File: src/rtl/rbs_pkg.sv
// Shared types and constants for the retry backoff scheduler.
package rbs_pkg;

   localparam int TABLE_DEPTH_DEF = 16;

   localparam int MODE_W    = 4;
   localparam int VALUE_W   = 17;
   localparam int SLOT_W    = 4;
   localparam int DELAY_W   = 24;
   localparam int JITTER_W  = 24;
   localparam int RANDOM_W  = 32;
   localparam int COUNT_W   = 16;
   localparam int RDELAY_W  = 25;
   localparam int ECOUNT_W  = 5;
   localparam int CSR_IDX_W = 1;
   localparam int CSR_DATA_W = 16;

   typedef enum logic [MODE_W-1:0] {
      MODE_QUERY        = 4'd0,
      MODE_INCREASE     = 4'd1,
      MODE_SET_COUNT    = 4'd2,
      MODE_SET_CUR_MAX  = 4'd3,
      MODE_RESTORE_MAX  = 4'd4,
      MODE_SET_FOREVER  = 4'd5,
      MODE_RESET        = 4'd6,
      MODE_FOREVER_LAST = 4'd7,
      MODE_LOAD_ENTRY   = 4'd8
   } mode_type;

   typedef enum logic [CSR_IDX_W-1:0] {
      CSR_RETRY_LIMIT = 1'd0,
      CSR_ENTRY_COUNT = 1'd1
   } csr_index_type;

   typedef struct packed {
      logic [DELAY_W-1:0]  delay;
      logic [JITTER_W-1:0] jitter;
   } entry_type;

endpackage

File: src/rtl/rbs_if.sv
// Request and response channel interfaces of the retry backoff scheduler.
interface rbs_req_if;
   import rbs_pkg::*;

   logic                valid;
   logic                ready;
   logic [MODE_W-1:0]   mode;
   logic signed [VALUE_W-1:0] value;
   logic                forever_flag;
   logic [SLOT_W-1:0]   entry_index;
   logic [DELAY_W-1:0]  entry_delay;
   logic [JITTER_W-1:0] entry_jitter;
   logic [RANDOM_W-1:0] random_word;

   modport source (
      output valid, mode, value, forever_flag, entry_index, entry_delay, entry_jitter,
             random_word,
      input  ready
   );
   modport sink (
      input  valid, mode, value, forever_flag, entry_index, entry_delay, entry_jitter,
             random_word,
      output ready
   );
endinterface

interface rbs_rsp_if;
   import rbs_pkg::*;

   logic                valid;
   logic                ready;
   logic                retry_needed;
   logic [RDELAY_W-1:0] retry_delay;
   logic [COUNT_W-1:0]  retry_count;
   logic                retry_forever;

   modport source (
      output valid, retry_needed, retry_delay, retry_count, retry_forever,
      input  ready
   );
   modport sink (
      input  valid, retry_needed, retry_delay, retry_count, retry_forever,
      output ready
   );
endinterface

File: src/rtl/retry_backoff_scheduler_unit.sv
// Top level of the retry backoff scheduler.
//
// Usage:
//   req channel: one command transaction (mode, value, flag, table entry, random word).
//   rsp channel: one result transaction per command (retry needed, delay, count, flag).
//   csr port: csr_we with csr_index 0 writes the retry limit, index 1 writes entry_count.
//   Write the csr registers only while no command is in flight.
// Pipeline: two register stages, the first loaded at the edge that accepts a command
//   and the second, which holds the result, loaded from the first.
// Throughput: one command per cycle while rsp is not held off. The count, maximum
//   and flag update in the accept cycle; the delay table read is registered, and
//   the 32x24 jitter multiply plus add fills the second stage.
// Reset: synchronous, clears count, current maximum, forever flag, csr registers
//   and all valid flags. Delay table contents are undefined until loaded.
// Stall: when rsp is held off with a result waiting, the whole pipeline holds and
//   req.ready drops; it rises again in the cycle rsp.ready returns.
module retry_backoff_scheduler_unit #(
   parameter int TABLE_DEPTH = rbs_pkg::TABLE_DEPTH_DEF
) (
   input  logic                                  clock,
   input  logic                                  reset,
   rbs_req_if.sink                               req,
   rbs_rsp_if.source                             rsp,
   input  logic                                  csr_we,
   input  logic [rbs_pkg::CSR_IDX_W-1:0]         csr_index,
   input  logic [rbs_pkg::CSR_DATA_W-1:0]        csr_wdata
);
   import rbs_pkg::*;

   localparam int IDX_W = (TABLE_DEPTH > 1) ? $clog2(TABLE_DEPTH) : 1;
   localparam int SZ_W  = $clog2(TABLE_DEPTH + 1);

   // csr registers
   logic [COUNT_W-1:0]  retry_limit_ff;
   logic [ECOUNT_W-1:0] entry_count_ff;

   always_ff @(posedge clock) begin
      if (reset) begin
         retry_limit_ff <= '0;
         entry_count_ff <= '0;
      end else if (csr_we) begin
         case (csr_index_type'(csr_index))
            CSR_RETRY_LIMIT: retry_limit_ff <= csr_wdata[COUNT_W-1:0];
            CSR_ENTRY_COUNT: entry_count_ff <= csr_wdata[ECOUNT_W-1:0];
            default: ;
         endcase
      end
   end

   // pipeline control
   logic out_valid_ff;
   logic s1_valid_ff;
   logic advance;
   logic accept;

   assign advance   = !out_valid_ff || rsp.ready;
   assign req.ready = advance;
   assign accept    = req.valid && advance;

   // state update
   logic [COUNT_W-1:0] count_ff, count_in;
   logic [COUNT_W-1:0] cur_max_ff, cur_max_in;
   logic               forever_ff, forever_in;
   logic [COUNT_W-1:0] clamped;
   logic [COUNT_W:0]   count_inc;
   logic               wr_en;
   logic [IDX_W-1:0]   wr_addr;
   entry_type          wr_entry;

   assign clamped   = req.value[VALUE_W-1] ? '0 : req.value[COUNT_W-1:0];
   assign count_inc = {1'b0, count_ff} + {{COUNT_W{1'b0}}, 1'b1};
   assign wr_addr   = IDX_W'(req.entry_index);
   assign wr_entry  = '{delay: req.entry_delay, jitter: req.entry_jitter};

   always_comb begin
      count_in   = count_ff;
      cur_max_in = cur_max_ff;
      forever_in = forever_ff;
      wr_en      = 1'b0;
      case (mode_type'(req.mode))
         MODE_INCREASE: begin
            count_in = (count_inc > {1'b0, cur_max_ff}) ? cur_max_ff
                                                         : count_inc[COUNT_W-1:0];
         end
         MODE_SET_COUNT: begin
            count_in = (clamped > cur_max_ff) ? cur_max_ff : clamped;
         end
         MODE_SET_CUR_MAX: begin
            cur_max_in = clamped;
            count_in   = (count_ff > clamped) ? clamped : count_ff;
         end
         MODE_RESTORE_MAX: begin
            cur_max_in = retry_limit_ff;
            count_in   = (count_ff > retry_limit_ff) ? retry_limit_ff : count_ff;
         end
         MODE_SET_FOREVER: begin
            forever_in = req.forever_flag;
         end
         MODE_RESET: begin
            count_in = '0;
         end
         MODE_FOREVER_LAST: begin
            count_in   = cur_max_ff;
            forever_in = 1'b1;
         end
         MODE_LOAD_ENTRY: begin
            wr_en = accept && (32'(req.entry_index) < TABLE_DEPTH);
         end
         default: ;
      endcase
   end

   always_ff @(posedge clock) begin
      if (reset) begin
         count_ff   <= '0;
         cur_max_ff <= '0;
         forever_ff <= 1'b0;
      end else if (accept) begin
         count_ff   <= count_in;
         cur_max_ff <= cur_max_in;
         forever_ff <= forever_in;
      end
   end

   // table index from the updated count; entries past the table use the last one
   logic [SZ_W-1:0]  size_c;
   logic [IDX_W-1:0] rd_idx;

   assign size_c = (32'(entry_count_ff) > TABLE_DEPTH) ? SZ_W'(TABLE_DEPTH)
                                                       : SZ_W'(entry_count_ff);
   assign rd_idx = (32'(count_in) < 32'(size_c)) ? IDX_W'(count_in)
                                                 : IDX_W'(size_c - SZ_W'(1));

   // delay table
   entry_type table_ff [TABLE_DEPTH];
   entry_type rd_entry_ff;

   always_ff @(posedge clock) begin
      if (wr_en) begin
         table_ff[wr_addr] <= wr_entry;
      end
   end

   always_ff @(posedge clock) begin
      if (advance) begin
         rd_entry_ff <= table_ff[rd_idx];
      end
   end

   // stage 1 registers
   logic                s1_needed_ff;
   logic [COUNT_W-1:0]  s1_count_ff;
   logic                s1_forever_ff;
   logic                s1_empty_ff;
   logic [RANDOM_W-1:0] s1_random_ff;
   logic                s1_bypass_ff;
   entry_type           s1_wr_entry_ff;

   always_ff @(posedge clock) begin
      if (reset) begin
         s1_valid_ff <= 1'b0;
      end else if (advance) begin
         s1_valid_ff <= accept;
      end
   end

   always_ff @(posedge clock) begin
      if (advance) begin
         s1_needed_ff   <= forever_in || (count_in < cur_max_in);
         s1_count_ff    <= count_in;
         s1_forever_ff  <= forever_in;
         s1_empty_ff    <= (size_c == '0);
         s1_random_ff   <= req.random_word;
         // write in the same cycle as the read: take the new entry
         s1_bypass_ff   <= wr_en && (wr_addr == rd_idx);
         s1_wr_entry_ff <= wr_entry;
      end
   end

   // stage 2: jitter draw and delay sum
   entry_type                    sel_entry;
   logic [RANDOM_W+JITTER_W-1:0] product;
   logic [RDELAY_W-1:0]          delay_sum;

   assign sel_entry = s1_bypass_ff ? s1_wr_entry_ff : rd_entry_ff;
   assign product   = {{JITTER_W{1'b0}}, s1_random_ff}
                    * {{RANDOM_W{1'b0}}, sel_entry.jitter};
   assign delay_sum = s1_empty_ff ? '0
                    : {1'b0, sel_entry.delay}
                      + {1'b0, product[RANDOM_W+JITTER_W-1:RANDOM_W]};

   logic                needed_ff;
   logic [RDELAY_W-1:0] delay_ff;
   logic [COUNT_W-1:0]  out_count_ff;
   logic                out_forever_ff;

   always_ff @(posedge clock) begin
      if (reset) begin
         out_valid_ff <= 1'b0;
      end else if (advance) begin
         out_valid_ff <= s1_valid_ff;
      end
   end

   always_ff @(posedge clock) begin
      if (advance) begin
         needed_ff      <= s1_needed_ff;
         delay_ff       <= delay_sum;
         out_count_ff   <= s1_count_ff;
         out_forever_ff <= s1_forever_ff;
      end
   end

   assign rsp.valid         = out_valid_ff;
   assign rsp.retry_needed  = needed_ff;
   assign rsp.retry_delay   = delay_ff;
   assign rsp.retry_count   = out_count_ff;
   assign rsp.retry_forever = out_forever_ff;

endmodule

File: src/flat_wrapper.sv
// flat-port wrapper written by rule: the top's interface ports become plain ports
module retry_backoff_scheduler_unit_flat import rbs_pkg::*;
#(
   parameter int TABLE_DEPTH = rbs_pkg::TABLE_DEPTH_DEF
)
  (clock, reset, csr_we, csr_index, csr_wdata, req_valid, req_mode, req_value, req_forever_flag, req_entry_index, req_entry_delay, req_entry_jitter, req_random_word, req_ready, rsp_valid, rsp_retry_needed, rsp_retry_delay, rsp_retry_count, rsp_retry_forever, rsp_ready);
  rbs_req_if req_i ();
  rbs_rsp_if rsp_i ();
  input  logic clock;
  input  logic reset;
  input  logic csr_we;
  input  logic [rbs_pkg::CSR_IDX_W-1:0] csr_index;
  input  logic [rbs_pkg::CSR_DATA_W-1:0] csr_wdata;
  input wire logic [$bits(req_i.valid)-1:0] req_valid;
  input wire logic [$bits(req_i.mode)-1:0] req_mode;
  input wire logic [$bits(req_i.value)-1:0] req_value;
  input wire logic [$bits(req_i.forever_flag)-1:0] req_forever_flag;
  input wire logic [$bits(req_i.entry_index)-1:0] req_entry_index;
  input wire logic [$bits(req_i.entry_delay)-1:0] req_entry_delay;
  input wire logic [$bits(req_i.entry_jitter)-1:0] req_entry_jitter;
  input wire logic [$bits(req_i.random_word)-1:0] req_random_word;
  output wire logic [$bits(req_i.ready)-1:0] req_ready;
  output wire logic [$bits(rsp_i.valid)-1:0] rsp_valid;
  output wire logic [$bits(rsp_i.retry_needed)-1:0] rsp_retry_needed;
  output wire logic [$bits(rsp_i.retry_delay)-1:0] rsp_retry_delay;
  output wire logic [$bits(rsp_i.retry_count)-1:0] rsp_retry_count;
  output wire logic [$bits(rsp_i.retry_forever)-1:0] rsp_retry_forever;
  input wire logic [$bits(rsp_i.ready)-1:0] rsp_ready;
  assign req_i.valid = req_valid;
  assign req_i.mode = req_mode;
  assign req_i.value = req_value;
  assign req_i.forever_flag = req_forever_flag;
  assign req_i.entry_index = req_entry_index;
  assign req_i.entry_delay = req_entry_delay;
  assign req_i.entry_jitter = req_entry_jitter;
  assign req_i.random_word = req_random_word;
  assign req_ready = req_i.ready;
  assign rsp_valid = rsp_i.valid;
  assign rsp_retry_needed = rsp_i.retry_needed;
  assign rsp_retry_delay = rsp_i.retry_delay;
  assign rsp_retry_count = rsp_i.retry_count;
  assign rsp_retry_forever = rsp_i.retry_forever;
  assign rsp_i.ready = rsp_ready;
  retry_backoff_scheduler_unit #(.TABLE_DEPTH(TABLE_DEPTH)) u_core (.clock(clock), .reset(reset), .req(req_i), .rsp(rsp_i), .csr_we(csr_we), .csr_index(csr_index), .csr_wdata(csr_wdata));
endmodule
File: config.mk
export PLATFORM = sky130hd
export DESIGN_NAME = retry_backoff_scheduler_unit_flat
export DESIGN_NICKNAME = d
export VERILOG_FILES = /design/src/rtl/rbs_pkg.sv /design/src/rtl/rbs_if.sv /design/src/rtl/retry_backoff_scheduler_unit.sv /design/src/flat_wrapper.sv
export SDC_FILE = /design/constraint.sdc
export NUM_CORES = 2
export LEC_CHECK = 0
export BUFFER_PORTS_ARGS = -buffer_cell sky130_fd_sc_hd__clkbuf_2
export CAP_MARGIN = 0
export CORE_MARGIN = 5
export CORE_UTILIZATION = 30
export DETAILED_ROUTE_END_ITERATION = 16
export PLACE_DENSITY = 0.43
export REMOVE_ABC_BUFFERS = 1
export SLEW_MARGIN = 20
export SYNTH_ARGS = -nofsm -noshare
export SYNTH_HDL_FRONTEND = slang
export SYNTH_SLANG_ARGS = --single-unit
File: constraint.sdc
create_clock -name clock -period 12.84 [get_ports clock]
set_input_delay 0.642 -clock clock [delete_from_list [all_inputs] [get_ports clock]]
set_output_delay 0.642 -clock clock [all_outputs]
set_load 0.1 [all_outputs]
* Yosys cells after proc, flatten, opt, wreduce, memory -nomap -nowiden
Memories as Yosys holds them, arrays and structs flattened. A register that Yosys moved wholly into a read port is not among the register bits.
Cells that the tools add are included.
** Cells by class
- Add/subtract/negate cells :: 3
- Multiply operators :: 1
- Magnitude comparators :: 7
- Equal/unequal tests :: 9
- Multiplexer cells :: 14
- Bitwise gates (word level) :: 1
- Reduce and logical (&&, ||, !) cells :: 8
** Operator list (count)
- one-hot mux 16 bit (6 select lines) :: 1
- 2-to-1 mux 16 bit :: 5
- multiplier 32 x 24 -> 56 bit :: 1
- > comparator 16 bit :: 3
- 2-to-1 mux 48 bit :: 1
- one-hot mux 16 bit (2 select lines) :: 1
- adder 24 x 24 -> 25 bit :: 1
- adder 16 x 1 -> 17 bit, second input constant :: 1
- > comparator 17 x 16 -> 1 bit :: 1
- == test 4 x 3 -> 1 bit, second input constant :: 4
- less-than comparator 16 bit :: 1
- less-than comparator 16 x 5 -> 1 bit :: 1
- == test 4 x 2 -> 1 bit, second input constant :: 2
- > comparator 5 bit, second input constant :: 1
- logical NOT 5 bit :: 1
- 2-to-1 mux 5 bit :: 1
- == test 4 x 1 -> 1 bit, second input constant :: 1
- == test 4 bit :: 1
- == test 4 bit, second input constant :: 1
- 2-to-1 mux 4 bit :: 1
- AND reduction 2 bit :: 2
- subtractor 4 x 1 -> 4 bit, second input constant :: 1
- 2-to-1 mux 1 bit :: 3
- logical AND 1 bit :: 2
- 4 further kinds :: 5
** Storage, ports and cells
- Register bits after elaboration :: 199
- Bits in writable memories :: 768
- Input port bits :: 128
- Output and inout bits :: 45
- Word-level logic and storage cells :: 63
- Memories :: 1
** Memory list
- u_core.table_ff :: depth 16, width 48, rd ports 1, clocked after memory_dff 1, write ports 1, RTL line retry_backoff_scheduler_unit.sv:135 : entry_type table_ff [TABLE_DEPTH];

* Longest topological paths before layout
- Word-level depth :: 8
- Gate-level depth with buffers :: 46
- Depth with buffers taken out :: 43

* Least setup slack after synthesis
Ideal clock, no wire load.
- Path kind :: register to register
- Start point :: reg u_core.s1_bypass_ff
- End point :: reg u_core.delay_ff[24] (netlist: u_core.rsp.retry_delay[24]), data pin
- Setup time :: 0.266 ns
- Arrival :: 10.237 ns
- Data required time :: 12.574 ns
- Slack :: 2.337 ns
- Stages on the path, launching flop included :: 45
- Path buffers :: 3
- Period minus slack after synthesis :: 10.503 ns
- Cell sequence :: edfxtp_1 -> buf_1 -> buf_1 -> mux2i_1 -> clkbuf_1 -> nor2b_1 -> fa_1 -> fa_1 -> inv_1 -> fa_1 -> inv_1 -> fa_1 -> inv_1 -> fa_1 -> inv_1 -> fa_1 -> inv_1 -> fa_1 -> [9 not listed] -> a21oi_1 -> xnor2_1 -> ha_1 -> fa_1 -> a21o_1 -> a21oi_1 -> o21bai_1 -> a21oi_1 -> o21bai_1 -> a21oi_1 -> o21ai_0 -> o211ai_1 -> nand3_1 -> a41oi_1 -> o21ai_0 -> a21o_1 -> a21oi_1 -> nor2_1
** On the way
- Word-level cells in the longest chain between the ends :: 3
** RTL lines
- from (decl) :: RTL line retry_backoff_scheduler_unit.sv:156 : logic s1_bypass_ff;
- from (signal assigned) :: RTL line retry_backoff_scheduler_unit.sv:175 : s1_bypass_ff <= wr_en && (wr_addr == rd_idx);
- 2-to-1 mux 48 bit (*) :: RTL line retry_backoff_scheduler_unit.sv:185 : assign sel_entry = s1_bypass_ff ? s1_wr_entry_ff : rd_entry_ff;
- multiplier 32 x 24 -> 56 bit :: RTL line retry_backoff_scheduler_unit.sv:187 : * {{RANDOM_W{1'b0}}, sel_entry.jitter};
- adder 24 x 24 -> 25 bit (*) :: RTL line retry_backoff_scheduler_unit.sv:190 : + {1'b0, product[RANDOM_W+JITTER_W-1:RANDOM_W]};
- to (signal assigned) :: RTL line retry_backoff_scheduler_unit.sv:208 : delay_ff <= delay_sum;
- to (decl) :: RTL line retry_backoff_scheduler_unit.sv:193 : logic [RDELAY_W-1:0] delay_ff;
Every way passes the cells marked *; elsewhere a longest branch is shown, timed or not.
A chain may end at the register's enable or synchronous reset.

* Worst setup path after layout
Ends and elaborated chain as after synthesis.

==> impl_metrics.json <==
{
  "cts_max_level": 3,
  "core_um2": 224500,
  "cts_num_sinks": 1015,
  "async_reset_ff_frac": 0,
  "crit_top_cell": "fa_1",
  "die_y_um": 484.5,
  "status": "completed",
  "utilization": 0.3393,
  "maxCapViolCount": 0,
  "cp-end-kind": "register",
  "synth_warnings": 0,
  "wl_met1_um": 96790,
  "io_pins": 173,
  "first_pass_iters": 7,
  "postSynthCellCount": 5922,
  "placementRows": 174,
  "rsz0062_at_grt": "false",
  "dieWidth_um": 484.5,
  "mostFrequentLayoutCell": "edfxtp_1",
  "final_cell_mix": "edfxtp_1 (959), nand2_1 (922), inv_1 (796)",
  "cp.arrival_ps": 12320,
  "layout-drive-gt1-share": 0.1017,
  "syn_area_per_cell_um2": 11.41,
  "overflow": 0,
  "path_clk_slew_ps": 70,
  "finalClockSkew_ps": 52.89,
  "dieArea_um2": 234700,
  "crit_fanout": 32,
  "yosys.cell_types.count": 85,
  "fmax_ghz": 0.08456,
  "wl_um": 220000,
  "slew_violations": 0,
  "grt_pass1_vias": 48050,
  "gp_congestion": 0.8466,
  "grt_usage": 0.1863,
  "grt_max_degree": 124,
  "worstPathRequired_ps": 13340,
  "remaining_drc_errors": 0,
  "grt_pass1_wl_um": 327800,
  "synth-seq-cells": 1015,
  "worst_pin_slew_ps": 1212,
  "wl_met3_um": 12140,
  "synth-edff-count": 959,
  "syn-cell-area_um2": 67540,
  "ctsLongestPathBuffers": 3,
  "setup_violations": 0,
  "hold_path_class": "in2reg",
  "drt_iter0_drc": 3031,
  "vias_per_cell": 4.950,
  "period_share": 0.9210,
  "via_count": 45180,
  "antenna_found_initial": 23,
  "synth_ff_type": "edfxtp_1",
  "seq_area_frac_synth": 0.4430,
  "syn2layout_area_growth_pct": 12.75,
  "path_buf_inv": 6,
  "start_kind": "register",
  "worstSetupPathType": "reg2reg",
  "routedWlPerCell_um": 24.11,
  "min_period_ps": 11830,
  "route.met2.wl_um": 105300,
  "hold_viol_final": 0,
  "slowest_delay_ps": 930,
  "slowest_stage": "mux2_2",
  "numCtsBuffers": 117,
  "antenna_left": 0,
  "highest_layer": "met5",
  "slew_headroom": 0.1853,
  "portBuffers": 172,
  "hpwl_um": 145400,
  "root_buffer": "clkbuf_16",
  "cts_tree": "built",
  "insertion_delay_ps": 790,
  "crit_family": "adder cells",
  "initial_core_util": 0.3009,
  "nets": 7103
}
[cell type report]
type                            count  area, µm²
Tap cell                         2992       3744
Antenna cell                        8      20.02
Clock inverter                     76      732.0
Multi-Input combinational cell   3760      33510
Timing Repair Buffer              336       2192
Sequential cell                  1015      29920
Fill cell                       22460     148300
Inverter                          800       3010
Clock buffer                      140       3024
[what timing repair did]
action                    CTS  global route
setup buffers               0             0
resized for setup           0             0
hold endpoints to repair   30             0
hold buffers               30             0
[stage by stage]
stage,setup TNS [ps],worst slack (ps),area (µm²),hold slack (ps),cells
6_report,0,1014,76150,77.73,9127
5_1_grt,0,283.9,76140,31.13,9123
4_1_cts,0,926.2,76120,1.843,9119
3_5_place_dp,0,933.5,72070,405.6,8873
3_3_place_gp,0,951.4,72060,402.4,8873
2_1_floorplan,-54400,-1135,66150,400.3,5575
[worst register-to-register path, delay by kind of cell, from the launching register on]
family          cells  cell delay [ps]
compound gates     18             3710
fa+ha+maj          10             4510
xor+xnor            1              150
mux                 1              940
buf+inv             6              710
flops               1              350
simple gates        6             1180
[cells in the mapped netlist, types with 7 or more instances]
| library cell | n | area share |
|---|---|---|
| o21a_1 | 12 | 0.0013 |
| inv_1 | 798 | 0.044 |
| nor2b_1 | 80 | 0.0074 |
| edfxtp_1 | 959 | 0.43 |
| and2_1 | 279 | 0.026 |
| nor2_1 | 190 | 0.011 |
| xor2_1 | 20 | 0.0026 |
| o211ai_1 | 10 | 0.0011 |
| a32oi_1 | 49 | 0.0064 |
| o2111ai_1 | 51 | 0.0066 |
| buf_1 | 13 | 0.00072 |
| o21ai_0 | 141 | 0.010 |
| nor4b_1 | 7 | 0.00091 |
| mux2i_1 | 100 | 0.015 |
| ha_1 | 287 | 0.053 |
| mux2_1 | 7 | 0.0012 |
| a21o_1 | 28 | 0.0031 |
| buf_2 | 32 | 0.0024 |
| a21oi_1 | 101 | 0.0075 |
| o31ai_1 | 52 | 0.0058 |
| nand3_1 | 186 | 0.014 |
| a22oi_1 | 50 | 0.0056 |
| or2_2 | 8 | 0.00074 |
| mux2_2 | 87 | 0.015 |
| a221oi_1 | 21 | 0.0027 |
| buf_4 | 10 | 0.0011 |
| nand2b_1 | 19 | 0.0018 |
| dfxtp_1 | 56 | 0.017 |
| a211oi_1 | 86 | 0.0096 |
| xnor2_1 | 42 | 0.0054 |
| clkbuf_1 | 291 | 0.016 |
| and3_1 | 10 | 0.00093 |
| nor3_1 | 38 | 0.0028 |
| o21bai_1 | 7 | 0.00078 |
| or3_1 | 8 | 0.00074 |
| fa_1 | 658 | 0.20 |
| a32o_1 | 96 | 0.014 |
| nand4_1 | 21 | 0.0019 |
| nand2_1 | 922 | 0.051 |
[routing by layer]
metal | global-route usage | up-vias
met5 | 0 | -
li1 | - | 20310
met3 | 0.03165 | 300
met1 | 0.2475 | 23330
met4 | 0.05260 | 10
met2 | 0.3134 | 1233
[logic make-up after synthesis]
family                   after synthesis  share of synthesized area
adder cells (fa/ha/maj)              945                     0.2482
AO/OA/AOI/OAI                        763                    0.08332
multiplexers                         194                    0.03049
AND/OR/NAND/NOR                     1796                     0.1220
buffers and inverters               1147                    0.06500
flip-flops                          1015                     0.4430
XOR/XNOR                              62                   0.008040
[registers in the layout, summed over array words and instances (netlist names), 25 cells and up]
| name | cells |
|---|---|
| u_core.table_ff | 768 |
| u_core.s1_random_ff | 32 |
| u_core.s1_wr_entry_ff | 48 |
| u_core.rd_entry_ff | 48 |
| u_core.rsp.retry_delay | 25 |
[worst paths after layout]
kind	startpoint	cells after the start	slack [ps]	endpoint
worst max-delay path	u_core.s1_bypass_ff	42	1010	u_core.rsp.retry_delay[24]
worst min-delay path	req_random_word[17]	1	80	u_core.s1_random_ff[17]
worst max register to register	u_core.s1_bypass_ff	42	1010	u_core.rsp.retry_delay[24]
worst min register to register	u_core.s1_count_ff[9]	0	420	u_core.rsp.retry_count[9]
Power is left out: the tool's default activity adds up to more than one toggle a clock period on the data nets, which glitch-free logic cannot reach.
